File: src/rtl/box_overlap_ratio_top_defines.svh
// Assertion macros shared by the box overlap ratio RTL
`ifndef BOX_OVERLAP_RATIO_TOP_DEFINES_SVH
`define BOX_OVERLAP_RATIO_TOP_DEFINES_SVH
`ifndef SYNTHESIS
// Same-cycle implication, disabled while reset is asserted
`define BOR_ASSERT_IMP(lbl, clk, rstn, ante, cons, msg) \
  lbl: assert property (@(posedge clk) disable iff (!(rstn)) (ante) |-> (cons)) \
    else $error(msg);
// Next-cycle implication, disabled while reset is asserted
`define BOR_ASSERT_NXT(lbl, clk, rstn, ante, cons, msg) \
  lbl: assert property (@(posedge clk) disable iff (!(rstn)) (ante) |=> (cons)) \
    else $error(msg);
`else
`define BOR_ASSERT_IMP(lbl, clk, rstn, ante, cons, msg)
`define BOR_ASSERT_NXT(lbl, clk, rstn, ante, cons, msg)
`endif
`endif

File: src/rtl/bor_geom.sv
// Intersection geometry and area pipeline: edges, clamped extents, products, smaller area
`default_nettype none
module bor_geom #(
  parameter int COORD_BITS = 16
) (
  input  wire logic                         clk,
  input  wire logic                         rst_n,
  input  wire logic                         en,
  input  wire logic                         in_valid,
  input  wire logic signed [COORD_BITS-1:0] first_x,
  input  wire logic signed [COORD_BITS-1:0] first_y,
  input  wire logic [COORD_BITS-2:0]        first_width,
  input  wire logic [COORD_BITS-2:0]        first_height,
  input  wire logic signed [COORD_BITS-1:0] second_x,
  input  wire logic signed [COORD_BITS-1:0] second_y,
  input  wire logic [COORD_BITS-2:0]        second_width,
  input  wire logic [COORD_BITS-2:0]        second_height,
  output logic                              out_valid,
  output logic [2*COORD_BITS-3:0]           num,
  output logic [2*COORD_BITS-3:0]           den
);
  localparam int SW = COORD_BITS - 1;
  localparam int AW = 2 * SW;
  localparam int EW = COORD_BITS + 1;

  // stage 1: edges
  logic signed [EW-1:0] ax, ay, bx, by, ar, ab, br, bb;
  logic signed [EW-1:0] left_nxt, right_nxt, top_nxt, bottom_nxt;
  logic signed [EW-1:0] left_r, right_r, top_r, bottom_r;
  logic [SW-1:0]        aw1_r, ah1_r, bw1_r, bh1_r;
  logic                 v1_r;

  // stage 2: clamped intersection extents
  logic signed [EW:0]   dx, dy;
  logic [SW-1:0]        iw_nxt, ih_nxt;
  logic [SW-1:0]        iw_r, ih_r, aw2_r, ah2_r, bw2_r, bh2_r;
  logic                 v2_r;

  // stage 3: areas
  logic [AW-1:0]        area_a_r, area_b_r, inter_r;
  logic                 v3_r;

  // stage 4: divisor select
  logic [AW-1:0]        smaller;
  logic [AW-1:0]        num_r, den_r;
  logic                 v4_r;

  always_comb begin
    ax = EW'(first_x);
    ay = EW'(first_y);
    bx = EW'(second_x);
    by = EW'(second_y);
    ar = ax + $signed({2'b00, first_width});
    ab = ay + $signed({2'b00, first_height});
    br = bx + $signed({2'b00, second_width});
    bb = by + $signed({2'b00, second_height});
    left_nxt   = (ax > bx) ? ax : bx;
    top_nxt    = (ay > by) ? ay : by;
    right_nxt  = (ar < br) ? ar : br;
    bottom_nxt = (ab < bb) ? ab : bb;
  end

  always_comb begin
    dx = $signed({right_r[EW-1], right_r}) - $signed({left_r[EW-1], left_r});
    dy = $signed({bottom_r[EW-1], bottom_r}) - $signed({top_r[EW-1], top_r});
    // an empty or touching overlap gives zero extent
    iw_nxt = (right_r > left_r) ? dx[SW-1:0] : '0;
    ih_nxt = (bottom_r > top_r) ? dy[SW-1:0] : '0;
  end

  // the overlap never exceeds either area, so a zero smaller area pairs with a
  // zero numerator; force a divisor of one there to yield a zero quotient
  always_comb begin
    smaller = (area_a_r < area_b_r) ? area_a_r : area_b_r;
  end

  always_ff @(posedge clk) begin
    if (!rst_n) begin
      v1_r <= 1'b0;
      v2_r <= 1'b0;
      v3_r <= 1'b0;
      v4_r <= 1'b0;
    end else if (en) begin
      v1_r <= in_valid;
      v2_r <= v1_r;
      v3_r <= v2_r;
      v4_r <= v3_r;
    end
  end

  always_ff @(posedge clk) begin
    if (en) begin
      left_r   <= left_nxt;
      right_r  <= right_nxt;
      top_r    <= top_nxt;
      bottom_r <= bottom_nxt;
      aw1_r    <= first_width;
      ah1_r    <= first_height;
      bw1_r    <= second_width;
      bh1_r    <= second_height;

      iw_r  <= iw_nxt;
      ih_r  <= ih_nxt;
      aw2_r <= aw1_r;
      ah2_r <= ah1_r;
      bw2_r <= bw1_r;
      bh2_r <= bh1_r;

      area_a_r <= AW'(aw2_r) * AW'(ah2_r);
      area_b_r <= AW'(bw2_r) * AW'(bh2_r);
      inter_r  <= AW'(iw_r) * AW'(ih_r);

      num_r <= inter_r;
      den_r <= (smaller == '0) ? AW'(1) : smaller;
    end
  end

  assign out_valid = v4_r;
  assign num       = num_r;
  assign den       = den_r;
endmodule
`default_nettype wire

File: config.mk
export PLATFORM = sky130hd
export DESIGN_NAME = bor_geom
export DESIGN_NICKNAME = d
export VERILOG_FILES = /design/src/rtl/box_overlap_ratio_top_defines.svh /design/src/rtl/bor_geom.sv
export SDC_FILE = /design/constraint.sdc
export NUM_CORES = 2
export LEC_CHECK = 0
export ABC_CLOCK_PERIOD_IN_PS = 8400
export BUFFER_PORTS_ARGS = -buffer_cell sky130_fd_sc_hd__buf_2
export CAP_MARGIN = 5
export CORE_MARGIN = 1.5
export CORE_UTILIZATION = 25
export CTS_BUF_LIST = sky130_fd_sc_hd__clkbuf_4 sky130_fd_sc_hd__clkbuf_8 sky130_fd_sc_hd__clkbuf_16
export DETAILED_ROUTE_END_ITERATION = 16
export GPL_TIMING_DRIVEN = 0
export MAX_ROUTING_LAYER = met4
export SLEW_MARGIN = 20
export SYNTH_ARGS = -nofsm -noshare
export SYNTH_HDL_FRONTEND = slang
export SYNTH_SLANG_ARGS = --single-unit
File: constraint.sdc
create_clock -name clk -period 8.4 [get_ports clk]
set_clock_uncertainty 0.1 [all_clocks]
set_input_delay 0.42 -clock clk [delete_from_list [all_inputs] [get_ports clk]]
set_output_delay 0.42 -clock clk [all_outputs]
set_load 0.02 [all_outputs]
==> out/qor.yml <==
status: "complete, no violations"
clock_latency_ns: 0.61
globalplace.congestion: 0.924
synthFlopType: "edfxtp_1"
grt_first_pass_wirelength_mm: 179
rsz0062_at_grt: "no"
cts_buffers: 43
wirelength_mm: 118
syn2layout_area_growth_pct: 13.7
fin_util_pct: 28.7
hold_class: "in -> reg"
drt_iter0_markers: 1645
syn_inst: 3883
crit_cells: 24
synth_area_sq_um: 40700
synth_xor_area_share_pct: 3.19
synth_simple_gate_area_share_pct: 12.8
dp_cells: 6234
dp_hpwl_mm: 98.9
ys_warn_count: 0
yosys-mux-area-fraction_pct: 2.59
core_sq_um: 161000
worstPathCellList: "clkbuf_1 -> and2_1 -> fa_1 -> inv_1 -> fa_1 -> inv_1 -> fa_1 -> inv_1 -> fa_1 -> inv_1 -> fa_1 -> inv_1 -> fa_1 -> inv_1 -> ha_1 -> a21oi_1 -> a21boi_1 -> a211oi_2 -> o211ai_1 -> a21oi_1 -> o21ai_1 -> a21o_1 -> a21oi_1 -> xnor2_1"
cts_max_level: 2
die_h_um: 406
min_to: "bh1_r[7]$_DFFE_PP_"
syn_nets: 4987
seq_area_sq_um: 11100
ctsResizeCount: 0
io_pins: 189
worstHoldStart: "second_height[7]"
crit_type: "reg -> reg"
grt_pass1_vias: 29200
rrSetupSlack_ns: 1.05
antenna_found_initial: 49
max_cap_violations: 0
finalSetupTns_ns: 0
ant_nets: 0
synth_seq_cells: 370
drive_gt1_share_pct: 7.12
finalCritPeriodShare_pct: 87.5
grt_use_total_pct: 14.9
slew_violations: 0
synth_most_common_cell: "inv_1"
viasPerCell: 4.42
grt_overflow_total: 0
synthTopCellsByArea: "edfxtp_1, fa_1, ha_1"
numPortBuffers: 188
synth_top_area_share_pct: 27.0
fmax_mhz: 136
yosys.area.top_type: "edfxtp_1"
syn_area_per_cell_sq_um: 10.5
endpoint_kind: "flip-flop"
grt_start_max_net_pins: 108
ctsHoldBuffers: 32
wl_per_cell_um: 18.5
vias: 28200
synth_edf_count: 366
drc: 0
synth_cell_types: 78
required_ns: 8.65
worstMarginPinSlew_ns: 0.886
start_util_pct: 25.3
critPathBufInv: 7
max_slew_margin_pct: 40.7
firstDrtPassIters: 6
fp.dieArea_sq_um: 165000
netlist_top_cells_count: "inv_1, fa_1, ha_1"
floorplan.die.width_um: 406
cts_sinks: 370
synth_compound_area_share_pct: 7.17
arrival_ns: 7.60
fillers: 16700
hold_violations: 0
rr_startpoint: "iw_r[9]$_SDFFCE_PP0P_"
crit_path_max_fanout: 10
cts_setup_buffers: 0
placed_cell_area_sq_um: 44400
async_flop_share_pct: 0
setup_viol: 0
fin_nets: 5257
final.min_clock_period_ns: 7.35
cts-root-buf: "clkbuf_16"
synth_top_family_by_area: "adder cells"
rows: 147
multiInputGateArea_sq_um: 26500
start_kind: "flip-flop"
cts_buffer_depth: 3
r2r-end: "inter_r[26]$_DFFE_PP_"
path_clk_slew_ns: 0.06
layoutNonFillerInstCount: 6383
cts_tree: "yes"
synthAdderAreaFrac_pct: 39.4
cp_slowest_cell: "fa_1"
cpPeakStageDelay_ns: 0.53
r2r_cells: 24
min_path_cells: 1
fin_area_sq_um: 46200
cp_top_family: "adder cells"
synth.yosys.seq_area_share_pct: 27.2
## final cells by class
class | count | share of cell area (%)
multi-input combinational | 2695 | 57.3
sequential | 370 | 23.9
tap | 2160 | 5.85
inverter | 716 | 5.81
timing repair buffer | 225 | 2.97
clock buffer | 48 | 2.48
buffer | 102 | 0.861
clock inverter | 30 | 0.531
antenna | 37 | 0.200
## cells in the final DEF, fill, tap and decap left out, drive strengths merged, types with 7 or more instances in the layout
cell type and count:
clkinv 19, o21bai 16, xnor2 100, fa 507, nor2 97, a2111oi 10
nand2 376, and2 380, o21ai 82, mux2i 23, mux2 73, edfxtp 366
a21boi 10, a21o 72, xor2 48, nand3 30, a21oi 140, nand4 22
buf 201, nand2b 20, a211oi 18, nor3 33, a31oi 12, ha 469
nor4 16, diode 37, clkbuf 140, dlygate4sd3 34, nor2b 23, o21a 24
or2 7, and3 10, o211ai 9, inv 719
## registers in the layout, indices dropped and copies added (netlist names), 16 cells and up
name	cells
area_a_r	30
left_r	16
inter_r	30
den	30
num	30
area_b_r	30
right_r	17
bottom_r	17
top_r	16
## cells by family (layout without fill, tap and decap cells)
group                      count (synthesis)  after routing
and+or+nand+nor                         1032           1032
xor gates and xnor gates                 148            148
buffers and inverters                    818           1121
AOI/OAI and AO/OA                        443            443
muxes                                     96             96
adders and majority gates                976            976
other                                      0             37
DFF                                      370            370
## per-stage QoR
step | hold slack [ns] | setup WS [ns]
2_1_floorplan | 0.300 | 2.03
3_3_place_gp | 0.301 | 1.08
3_5_place_dp | 0.305 | 1.02
4_1_cts | 0.000384 | 1.01
5_1_grt | 0.0115 | 0.645
6_report | 0.0243 | 1.05
## worst max-delay path by stage
stage | startpoint | to | slack (ns)
global placement | en | den[7]$_SDFFCE_PN0P_ | 1.08
detailed placement | iw_r[9]$_SDFFCE_PP0P_ | inter_r[26]$_DFFE_PP_ | 1.02
floorplan | bh2_r[0]$_DFFE_PP_ | area_b_r[29]$_DFFE_PP_ | 2.03
finish | iw_r[9]$_SDFFCE_PP0P_ | inter_r[26]$_DFFE_PP_ | 1.05
CTS | iw_r[9]$_SDFFCE_PP0P_ | inter_r[26]$_DFFE_PP_ | 1.01
global route | iw_r[9]$_SDFFCE_PP0P_ | inter_r[26]$_DFFE_PP_ | 0.64
## per-layer routing
layer	part of all wire (%)	vias up	global-route usage (%)
li1	-	13200	-
met1	44	14100	19.3
met2	45	762	23.1
met3	8.4	141	3.78
met4	2.3	0	3.46
met5	0	-	-
Power is not shown: default switching activity piles up to over one toggle a cycle in this logic, so the estimate is an artifact.
