### config.mk
export PLATFORM = sky130hd
export DESIGN_NAME = bor_div
export DESIGN_NICKNAME = d
export VERILOG_FILES = /design/src/rtl/box_overlap_ratio_top_defines.svh /design/src/rtl/bor_div.sv
export SDC_FILE = /design/constraint.sdc
export NUM_CORES = 2
export LEC_CHECK = 0
export ABC_AREA = 1
export BUFFER_PORTS_ARGS = -buffer_cell sky130_fd_sc_hd__buf_4
export CAP_MARGIN = 20
export CORE_AREA = 2 2 371 373
export DETAILED_ROUTE_END_ITERATION = 10
export DIE_AREA = 0 0 373 375
export HOLD_SLACK_MARGIN = 0.03
export PLACE_DENSITY = 0.83
export REMOVE_ABC_BUFFERS = 1
export SYNTH_ARGS = -nofsm -noshare
export SYNTH_HDL_FRONTEND = slang
export SYNTH_SLANG_ARGS = --single-unit
### constraint.sdc
create_clock -name clk -period 6.6 [get_ports clk]
set_input_delay 0.99 -clock clk [delete_from_list [all_inputs] [get_ports clk]]
set_output_delay 0.99 -clock clk [all_outputs]
set_load 0.02 [all_outputs]
### src/rtl/box_overlap_ratio_top_defines.svh
// Assertion macros shared by the box overlap ratio RTL
`ifndef BOX_OVERLAP_RATIO_TOP_DEFINES_SVH
`define BOX_OVERLAP_RATIO_TOP_DEFINES_SVH
`ifndef SYNTHESIS
// Same-cycle implication, disabled while reset is asserted
`define BOR_ASSERT_IMP(lbl, clk, rstn, ante, cons, msg) \
  lbl: assert property (@(posedge clk) disable iff (!(rstn)) (ante) |-> (cons)) \
    else $error(msg);
// Next-cycle implication, disabled while reset is asserted
`define BOR_ASSERT_NXT(lbl, clk, rstn, ante, cons, msg) \
  lbl: assert property (@(posedge clk) disable iff (!(rstn)) (ante) |=> (cons)) \
    else $error(msg);
`else
`define BOR_ASSERT_IMP(lbl, clk, rstn, ante, cons, msg)
`define BOR_ASSERT_NXT(lbl, clk, rstn, ante, cons, msg)
`endif
`endif

### src/rtl/bor_div.sv
// Pipelined restoring fraction divider, one quotient bit per stage
`default_nettype none
module bor_div #(
  parameter int NUM_BITS = 30,
  parameter int Q_BITS   = 17
) (
  input  wire logic                clk,
  input  wire logic                rst_n,
  input  wire logic                en,
  input  wire logic                in_valid,
  input  wire logic [NUM_BITS-1:0] num,
  input  wire logic [NUM_BITS-1:0] den,
  output logic                     out_valid,
  output logic [Q_BITS-1:0]        quot
);
  logic [NUM_BITS-1:0] rem_r [Q_BITS];
  logic [NUM_BITS-1:0] den_r [Q_BITS];
  logic [Q_BITS-1:0]   q_r   [Q_BITS];
  logic                v_r   [Q_BITS];

  for (genvar i = 0; i < Q_BITS; i++) begin : g_stage
    logic [NUM_BITS:0]   part;
    logic [NUM_BITS:0]   diff;
    logic [NUM_BITS-1:0] d_in;
    logic [Q_BITS-1:0]   q_in;
    logic                v_in;
    logic                bit_q;

    // the first stage yields the integer bit, the rest shift in fraction bits
    if (i == 0) begin : g_first
      assign part = {1'b0, num};
      assign d_in = den;
      assign q_in = '0;
      assign v_in = in_valid;
    end else begin : g_next
      assign part = {rem_r[i-1], 1'b0};
      assign d_in = den_r[i-1];
      assign q_in = q_r[i-1];
      assign v_in = v_r[i-1];
    end

    assign diff  = part - {1'b0, d_in};
    assign bit_q = (part >= {1'b0, d_in});

    always_ff @(posedge clk) begin
      if (!rst_n) begin
        v_r[i] <= 1'b0;
      end else if (en) begin
        v_r[i] <= v_in;
      end
    end

    always_ff @(posedge clk) begin
      if (en) begin
        rem_r[i] <= bit_q ? diff[NUM_BITS-1:0] : part[NUM_BITS-1:0];
        den_r[i] <= d_in;
        q_r[i]   <= {q_in[Q_BITS-2:0], bit_q};
      end
    end
  end

  assign out_valid = v_r[Q_BITS-1];
  assign quot      = q_r[Q_BITS-1];
endmodule
`default_nettype wire

==> metrics.txt <==
# TYPE chip_impl_metric gauge
chip_impl_metric{name="report.final.setup_viol",unit=""} 0
chip_impl_info{name="status",value="finished clean"} 1
chip_impl_metric{name="io-pin-count",unit=""} 82
chip_impl_metric{name="synth-seq-cells",unit=""} 1130
chip_impl_metric{name="fp.dieW",unit="um"} 373
chip_impl_metric{name="timing.final.crit_period",unit="ns"} 3.39
chip_impl_metric{name="timing.hold.ws",unit="ns"} 0.396
chip_impl_metric{name="clk_pin_slew_worst_paths",unit="ns"} 0.07
chip_impl_metric{name="ctsHoldBuffers",unit=""} 0
chip_impl_info{name="worst_path_most_repeated_cell",value="nand2_1"} 1
chip_impl_metric{name="dpl.hpwl",unit="um"} 206000
chip_impl_metric{name="dieArea",unit="sq um"} 140000
chip_impl_metric{name="htreeDepth",unit=""} 3
chip_impl_metric{name="via_count",unit=""} 70900
chip_impl_metric{name="finalNonFillerCells",unit=""} 13000
chip_impl_metric{name="power.static_leakage",unit="nW"} 46.2
chip_impl_metric{name="placedInstanceArea",unit="sq um"} 83300
chip_impl_metric{name="clock_sinks",unit=""} 1130
chip_impl_metric{name="routed_wire_length_per_instance",unit="um"} 19.7
chip_impl_metric{name="cpPeakStageDelay",unit="ns"} 0.72
chip_impl_metric{name="post_placement_cell_count",unit=""} 12800
chip_impl_info{name="worstHoldPathType",value="in2reg"} 1
chip_impl_metric{name="cp.arrival",unit="ns"} 3.96
chip_impl_metric{name="globalRouteOverflowTotal",unit=""} 0
chip_impl_metric{name="clkLatencyLatePin",unit="ns"} 0.79
chip_impl_metric{name="timing.fmax",unit="GHz"} 0.295
chip_impl_metric{name="number_of_antenna_violations_at_the_first_check_in_global_routing",unit=""} 2
chip_impl_metric{name="fin_worst_skew",unit="ns"} 0.0430
chip_impl_metric{name="detail_route.drc_violations",unit=""} 0
chip_impl_metric{name="vdd.ir_drop.worst",unit="mV"} 0.301
chip_impl_metric{name="path_max_fanout",unit=""} 43
chip_impl_metric{name="synth.cell_area",unit="sq um"} 81200
chip_impl_metric{name="syn-instance-count",unit=""} 11000
chip_impl_metric{name="finalWirelength",unit="um"} 257000
chip_impl_metric{name="dr.pass1.iters",unit=""} 8
chip_impl_metric{name="placement_rows",unit=""} 136
chip_impl_metric{name="synthesis.area_per_instance",unit="sq um"} 7.38
chip_impl_metric{name="finalHoldViolCount",unit=""} 0
chip_impl_metric{name="synth_enable_flop_cells",unit=""} 1129
chip_impl_metric{name="critical_path.n_buffers_inverters",unit=""} 3
chip_impl_info{name="startpoint_type",value="primary input"} 1
chip_impl_metric{name="finish.instance_area",unit="sq um"} 87500
chip_impl_metric{name="ys_seq_area_share",unit="%"} 41.8
chip_impl_info{name="end_kind",value="flop"} 1
chip_impl_info{name="criticalPathCategory",value="in2reg"} 1
chip_impl_metric{name="syn_to_final_growth",unit="%"} 7.74
chip_impl_metric{name="layout_setup_ws",unit="ns"} 3.21
chip_impl_metric{name="vias_per_cell",unit=""} 5.45
chip_impl_metric{name="preCtsSetupSlack",unit="ns"} 2.43
chip_impl_metric{name="ys_types",unit=""} 42
chip_impl_metric{name="grt_start_max_net_pins",unit=""} 179
chip_impl_metric{name="start_util",unit="%"} 59.6
chip_impl_metric{name="cp.required",unit="ns"} 7.17
chip_impl_metric{name="yosys_warnings",unit=""} 0
chip_impl_info{name="unrepaired_setup_endpoints_after_global_routing",value="false"} 1
chip_impl_metric{name="grtUsageTotal",unit="%"} 36.4
chip_impl_metric{name="worstMarginPinSlew",unit="ns"} 1.14
chip_impl_metric{name="globalplace.congestion",unit=""} 1.01
chip_impl_info{name="cts_tree",value="done"} 1
chip_impl_metric{name="numPortBuffers",unit=""} 81
chip_impl_metric{name="fin_setup_tns",unit="ns"} 0
chip_impl_metric{name="post_cts_setup_repair_buffer_count",unit=""} 0
chip_impl_metric{name="nets",unit=""} 11700
chip_impl_metric{name="vias_in_the_first_global_route",unit=""} 67700
chip_impl_metric{name="finalMaxSlewViolations",unit=""} 0
chip_impl_metric{name="drtIter0Drc",unit=""} 7390
chip_impl_metric{name="final_min_period_over_clock_period",unit="%"} 51.3
chip_impl_info{name="critical_path.slowest_cell",value="nand3_2"} 1
chip_impl_info{name="path_cells",value="buf_4 -> inv_1 -> ha_1 -> inv_1 -> fa_1 -> nand3_1 -> nand3_1 -> nand2_1 -> nand2_1 -> nand2_1 -> nand2_1 -> nand2_1 -> nand3_2 -> o21ai_0"} 1
chip_impl_metric{name="grt_pass1_wl",unit="um"} 392000
chip_impl_metric{name="maxCapViolCount",unit=""} 0
chip_impl_metric{name="cts_max_path_buffers",unit=""} 3
chip_impl_metric{name="chipHeight",unit="um"} 375
chip_impl_info{name="synthFlopType",value="edfxtp_1"} 1
chip_impl_metric{name="pnr_total_power",unit="mW"} 40.7
chip_impl_metric{name="share_of_final_layout_standard_cells_stronger_than_drive_strength_1",unit="%"} 4.74
chip_impl_metric{name="postSynth.asyncResetShare",unit="%"} 0
chip_impl_metric{name="cellPowerDensity",unit="nW/um^2"} 466
chip_impl_info{name="cp_top_family",value="simple AND/OR/NAND/NOR gates"} 1
chip_impl_metric{name="total_cts_buffers",unit=""} 119
chip_impl_info{name="root_driver",value="clkbuf_16"} 1
chip_impl_metric{name="core-area",unit="sq um"} 136000
chip_impl_metric{name="cells_resized_by_post_cts_repair",unit=""} 0
chip_impl_metric{name="ant_nets",unit=""} 0
chip_impl_metric{name="timing.max_slew.rel_slack",unit="%"} 24.0
chip_impl_metric{name="fin_util",unit="%"} 64.2
## where the power goes
group	switching (mW)	internal (mW)
Sequential	1.65	10.6
Clock	3.12	3.98
Combinational	14.7	6.65
Total	19.5	21.3
## worst reg2reg max path, cell delays in order (launching register included)
cell and delay [ns]:
edfxtp_1 0.62, inv_1 0.09, ha_1 0.35, nand2_1 0.15, nor2_1 0.08, inv_1 0.13
nor3_4 0.06, and2_1 0.15, nand2_1 0.12, nand3_2 0.69, nand3_1 0.34, nand2_1 0.14
## cell type report
type | count | area, sq um
Clock inverter | 93 | 1000
Timing Repair Buffer | 111 | 903
Inverter | 2397 | 9000
Antenna cell | 4 | 10.0
Fill cell | 11900 | 48800
Tap cell | 1794 | 2240
Clock buffer | 134 | 3100
Sequential cell | 1130 | 33900
Multi-Input combinational cell | 7349 | 37300
## cell usage after synthesis, types with 29 or more instances
master,number,area [sq um]
nand2_1,4040,15200
inv_1,2379,8930
edfxtp_1,1129,33900
nand3_1,1061,5310
nor2_1,619,2320
ha_1,509,6370
a21oi_1,245,1230
xor2_1,203,1780
nand4_1,118,738
nand3_2,87,871
nand3b_1,68,510
nor3_1,65,325
o21ai_1,57,285
buf_6,56,631
and2_1,47,294
buf_4,36,270
nor2_2,32,200
nand2_2,29,181
## registers in the layout (all words and copies together) (netlist names)
name,flops
den_r,480
v_r,17
rem_r,480
q_r,153
## path summary, 6_finish.rpt
check                               start                 endpoint  slack [ns]  cells after the start
hold reg to reg      q_r[1][25]$_DFFE_PP_     q_r[1][43]$_DFFE_PP_        0.41                      0
hold / removal                     den[7]    den_r[0][7]$_DFFE_PP_        0.40                      1
setup reg to reg  den_r[0][204]$_DFFE_PP_  rem_r[0][238]$_DFFE_PP_        3.38                     11
setup / recovery                   num[0]    rem_r[0][7]$_DFFE_PP_        3.21                     14
## placed cells by master, fill, tap and decap left out, types with 12 or more instances in the layout
cell type | synthesis | routed
inv_1 | 2379 | 2379
nor3_4 | 16 | 16
nand3b_1 | 68 | 68
o21ai_1 | 57 | 57
fa_1 | 16 | 16
inv_2 | 18 | 18
clkbuf_1 | 11 | 12
clkinv_2 | 0 | 21
nor3_1 | 65 | 65
inv_6 | 0 | 16
o21bai_1 | 16 | 16
and2_1 | 47 | 47
nand2_2 | 29 | 29
clkbuf_16 | 0 | 122
a21oi_1 | 245 | 245
buf_4 | 36 | 105
ha_1 | 509 | 509
bufinv_16 | 0 | 14
a21boi_0 | 12 | 12
nand3_1 | 1061 | 1061
nand2_1 | 4040 | 4040
nor2_1 | 619 | 619
nor2_2 | 32 | 32
xor2_1 | 203 | 203
clkinv_1 | 0 | 15
o21ai_0 | 22 | 22
nand4_1 | 118 | 118
and2_0 | 13 | 13
nand3_2 | 87 | 87
edfxtp_1 | 1129 | 1129
nor3_2 | 15 | 15
## metal layers
metal | GRT usage [%] | vias to the layer above | share of wire, %
li1 | - | 34700 | -
met1 | 45.7 | 32500 | 40
met2 | 60.3 | 3063 | 46
met3 | 4.12 | 709 | 7.0
met4 | 22.7 | 4 | 7.1
met5 | 0 | - | 0.011
## cell families (layout without fill, tap and decap cells)
| family | after synthesis | after routing | synth area share [%] |
|---|---|---|---|
| buffers and inverters | 2527 | 2735 | 12.4 |
| other | 0 | 4 | 0 |
| AOI/OAI and AO/OA | 375 | 375 | 2.47 |
| and+or+nand+nor | 6236 | 6236 | 32.8 |
| xor gates and xnor gates | 213 | 213 | 2.30 |
| DFF | 1130 | 1130 | 41.8 |
| adders and majority gates | 525 | 525 | 8.24 |
(Power assumes the default switching activity.)
